File: config.mk
export PLATFORM = sky130hd
export DESIGN_NAME = fpcc_frame_check
export DESIGN_NICKNAME = d
export VERILOG_FILES = /design/src/sv/fpcc_pkg.sv /design/src/sv/fpcc_frame_check.sv
export SDC_FILE = /design/constraint.sdc
export NUM_CORES = 1
export LEC_CHECK = 0
export BUFFER_PORTS_ARGS = -buffer_cell sky130_fd_sc_hd__clkbuf_2
export CORE_ASPECT_RATIO = 0.75
export CORE_UTILIZATION = 40
export DETAILED_ROUTE_END_ITERATION = 16
export HOLD_SLACK_MARGIN = 0.08
export SETUP_SLACK_MARGIN = 0.15
export SYNTH_ARGS = -nofsm -noshare
export SYNTH_HDL_FRONTEND = slang
export SYNTH_SLANG_ARGS = --single-unit
File: constraint.sdc
create_clock -name clk_i -period 13.9 [get_ports clk_i]
set_input_delay 3.475 -clock clk_i [delete_from_list [all_inputs] [get_ports clk_i]]
set_output_delay 3.475 -clock clk_i [all_outputs]
set_load 0.01 [all_outputs]
File: src/sv/fpcc_pkg.sv
package fpcc_pkg;

  localparam int HeaderBytes = 12;
  localparam logic [31:0] AllOnes = 32'hFFFF_FFFF;
  localparam logic [31:0] CrcPolyC = 32'h82F6_3B78;

  typedef enum logic [2:0] {
    StatusOk          = 3'd0,
    StatusTooShort    = 3'd1,
    StatusBadMagic    = 3'd2,
    StatusLenMismatch = 3'd3,
    StatusCrcMismatch = 3'd4
  } status_e;

  typedef struct packed {
    logic [7:0] data_byte;
    logic       last_byte;
  } in_item_t;

  typedef struct packed {
    status_e     status;
    logic [31:0] header_crc;
    logic [31:0] computed_crc;
    logic [31:0] payload_length;
  } result_t;

  // Magic "DHUB", byte 0 first.
  function automatic logic [7:0] magic_byte(input logic [1:0] idx);
    logic [7:0] b;
    case (idx)
      2'd0:    b = 8'h44;
      2'd1:    b = 8'h48;
      2'd2:    b = 8'h55;
      2'd3:    b = 8'h42;
      default: b = 8'h00;
    endcase
    return b;
  endfunction

  // Reflected CRC32C, one byte.
  function automatic logic [31:0] crc32c_byte(input logic [31:0] crc, input logic [7:0] b);
    logic [31:0] c;
    c = crc ^ {24'h0, b};
    for (int k = 0; k < 8; k++) begin
      c = c[0] ? ((c >> 1) ^ CrcPolyC) : (c >> 1);
    end
    return c;
  endfunction

endpackage

File: src/sv/fpcc_frame_check.sv
module fpcc_frame_check (
  input  logic               clk_i,
  input  logic               rst_ni,
  input  logic               take_i,
  input  fpcc_pkg::in_item_t item_i,
  output fpcc_pkg::result_t  result_o
);
  import fpcc_pkg::*;

  logic [31:0] count_q, count_d;
  logic        magic_q, magic_d;
  logic [31:0] hcrc_q, hcrc_d;
  logic [31:0] hlen_q, hlen_d;
  logic [31:0] crc_q, crc_d;
  logic [31:0] count_nx, hcrc_nx, hlen_nx, crc_nx, computed;
  logic        magic_nx;
  status_e     status;

  always_comb begin
    magic_nx = magic_q;
    hcrc_nx  = hcrc_q;
    hlen_nx  = hlen_q;
    crc_nx   = crc_q;
    if (count_q < 32'd4) begin
      if (item_i.data_byte != magic_byte(count_q[1:0])) begin
        magic_nx = 1'b0;
      end
    end else if (count_q < 32'd8) begin
      hcrc_nx = {hcrc_q[23:0], item_i.data_byte};
    end else if (count_q < 32'(HeaderBytes)) begin
      hlen_nx = {hlen_q[23:0], item_i.data_byte};
    end else begin
      crc_nx = crc32c_byte(crc_q, item_i.data_byte);
    end
    count_nx = (count_q == AllOnes) ? count_q : count_q + 32'd1;
    computed = crc_nx ^ AllOnes;

    if (count_nx < 32'(HeaderBytes)) begin
      status = StatusTooShort;
    end else if (!magic_nx) begin
      status = StatusBadMagic;
    end else if (count_nx == AllOnes ||
                 ({1'b0, hlen_nx} + 33'(HeaderBytes)) != {1'b0, count_nx}) begin
      status = StatusLenMismatch;
    end else if (hcrc_nx != 32'd0 && hcrc_nx != computed) begin
      status = StatusCrcMismatch;
    end else begin
      status = StatusOk;
    end

    count_d = count_q;
    magic_d = magic_q;
    hcrc_d  = hcrc_q;
    hlen_d  = hlen_q;
    crc_d   = crc_q;
    if (take_i) begin
      if (item_i.last_byte) begin
        // frame done: back to the idle values
        count_d = 32'd0;
        magic_d = 1'b1;
        hcrc_d  = 32'd0;
        hlen_d  = 32'd0;
        crc_d   = AllOnes;
      end else begin
        count_d = count_nx;
        magic_d = magic_nx;
        hcrc_d  = hcrc_nx;
        hlen_d  = hlen_nx;
        crc_d   = crc_nx;
      end
    end
  end

  always_ff @(posedge clk_i or negedge rst_ni) begin
    if (!rst_ni) begin
      count_q <= 32'd0;
      magic_q <= 1'b1;
      hcrc_q  <= 32'd0;
      hlen_q  <= 32'd0;
      crc_q   <= AllOnes;
    end else begin
      count_q <= count_d;
      magic_q <= magic_d;
      hcrc_q  <= hcrc_d;
      hlen_q  <= hlen_d;
      crc_q   <= crc_d;
    end
  end

  assign result_o.status         = status;
  assign result_o.header_crc     = hcrc_nx;
  assign result_o.computed_crc   = computed;
  assign result_o.payload_length = hlen_nx;

endmodule

==> reports/metrics.cfg <==
[logic_synthesis]
syn_avg_cell_area_um2=7.85
synth_area_um2=10400
synth_common_cells=153 x xnor2_1, 143 x inv_1, 123 x a21oi_1
synth_area_leaders=dfrtp_1 23%, xnor2_1 13%, dfstp_2 8.4%
synth_top_area_share_pct=23.2
yosysMostFrequentCell=xnor2_1
synth_top_area_cell=dfrtp_1
synth_edf_count=0
yosysWarnings=0
ys_ff_latch=129
synthesis.nets=1337
synth_cell_types=73
synth_cells=1320
async_flop_share_pct=100
yosysSeqAreaShare_pct=31.6
synth_top_flop_cell=dfrtp_1

[global_route]
grt_pass1_wl_um=58900
grt_start_max_net_pins=76
grt_antenna_before_repair=0
grt_overflow=0
use_met3_pct=7.64
use_met2_pct=37.4
met1_usage_pct=47.5
grt_pass1_vias=9447
top_usage_layer=met1
grtUsageTotal_pct=29.3

[clock_tree]
clk_path_buf_depth=2
htreeDepth=4
cts-root-buf=clkbuf_16
clock_latency_ns=0.44
cts_tree=yes
cts_buffers=17
cts_resized=0
cts_setup_buffers=0
cts_hold_buf=0
clk_pin_slew_ns=0.06
cts.sink_count=129

[setup_path]
critPathMaxFanout=7
critPathLaunch=item_i[4]
r2r_slack_ns=10.23
startpoint_type=input port
cp.required_ns=10.43
critPathArrivalTime_ns=7.34
reg2reg_from=count_q[14]
crit_type=input port to output port
rr_endpoint=hcrc_q[6]
r2r_cells=6
cp-end-kind=output port

[sta]
setup_viol=0
grt_setup_unrepaired=no
min_period_over_period_pct=77.8
relSlewSlack_pct=34.8
fmax_mhz=92.5
hold_viol=0
worstMarginPinSlew_ns=0.972
fin_skew_ns=0.00601
worst_slack_ns=3.09
fin_crit_ns=10.81
slew_violations=0
finalSetupTns_ns=0

[placement]
portBuffers=110
preCtsSetupSlack_ns=3.18
place.gp.congestion=0.993
hpwlAfterDp_um=28400

[die]
die_h_um=141
dieArea_um2=26600
initial_core_util_pct=41.1
die_w_um=188
row_count=50
coreArea_um2=25200
pin_count=111

[drt]
finalWirelength_um=38300
firstDrtPassIters=5
drt-initial-drc-count=1280
ant_nets=0
viasPerCell=5.92
vias=10300
drc=0
avgRoutedWirePerCell_um=22.0

[worst_hold_path]
min_from=magic_q
hold_end=magic_q
worstHoldPathCells=2
hold_path_class=flop to flop

[power_and_ir_drop]
total_power_mw=1.07
vdd_drop_max_mv=0.0913
p_per_area_nw_per_um2=90.4
power_leakage_nw=4.99

[final_layout]
layout-drive-gt1-share_pct=16.4
post-route-util_pct=46.8
fill_cells=2554
nets=1402
area_growth_pct=14.0

[outcome]
status=complete, no violations

[job]
cap_violations=0

## routing by layer
metal | routed length [µm] | up-vias
met4 | 372 | 0
li1 | - | 4708
met2 | 14900 | 530
met3 | 3850 | 32
met5 | 0 | -
met1 | 19200 | 5018
## area by class of cell
cell class	count	area (µm²)	share of cell area [%]
repair buffers	128	694	5.88
flip-flops and latches	129	3270	27.7
well taps	338	423	3.58
inverters	144	541	4.58
multi-input cells	965	6230	52.7
diodes	1	2.50	0.0212
clock buffers	21	470	3.99
clock inverters	11	178	1.51
## state kept, by name (all words and copies together) (netlist names)
signal and cells:
count_q 32, crc_q 32, hcrc_q 32, hlen_q 32, magic_q 1
## through the flow
stage | area (µm²) | std cells | hold WS (ns)
after floorplan | 10400 | 1320 | 0.482
after global placement | 11200 | 1704 | 0.491
after detailed placement | 11200 | 1704 | 0.497
after CTS | 11800 | 1736 | 0.505
after global routing | 11800 | 1736 | 0.546
final | 11800 | 1737 | 0.504
## worst max path at each step
stage                   end  slack [ns]  cells after the start
5_1_grt        result_o[98]        2.86                     12
3_3_place_gp   result_o[98]        3.28                     12
6_report       result_o[98]        3.09                     12
3_5_place_dp   result_o[98]        3.18                     12
4_1_cts        result_o[98]        3.14                     12
2_1_floorplan  result_o[98]        3.83                     11
## cell families after synthesis
| logic type | count (synthesis) | share of synthesized area, % |
|---|---|---|
| AOI/OAI and AO/OA | 339 | 19.7 |
| xor gates and xnor gates | 209 | 18.0 |
| adders and majority gates | 5 | 0.604 |
| buffers and inverters | 226 | 8.82 |
| DFF | 129 | 31.6 |
| muxes | 23 | 2.38 |
| and+or+nand+nor | 389 | 18.9 |
## cells in the final DEF (no fill, tap or decap), types with 13 or more instances in the layout
cell type,instances
xnor2_1,153
inv_1,143
a21oi_1,123
nor2_1,112
clkbuf_2,108
dfrtp_1,96
nand2_1,83
o22ai_1,77
o21ai_0,68
xor2_1,52
nand4_1,47
dfstp_2,33
nand3_1,31
nor3_1,25
nor4_1,22
mux2i_1,19
buf_4,19
clkbuf_16,17
or4_1,13
## where the power goes
part           switching, mW  total (mW)  internal [mW]
registers            0.00589       0.386          0.380
logic                  0.116       0.177         0.0617
clock network          0.188       0.504          0.316
## critical path, cell delays in order
cell and delay [ns]:
clkbuf_2 0.16, xnor2_1 0.53, xnor2_1 0.38, xnor2_1 0.47, xor2_1 0.68, xnor2_1 0.34
xnor2_1 0.21, mux2i_1 0.33, xnor2_1 0.16, o2111ai_1 0.13, o311a_1 0.33, clkbuf_2 0.13
(Power assumes the default switching activity.)
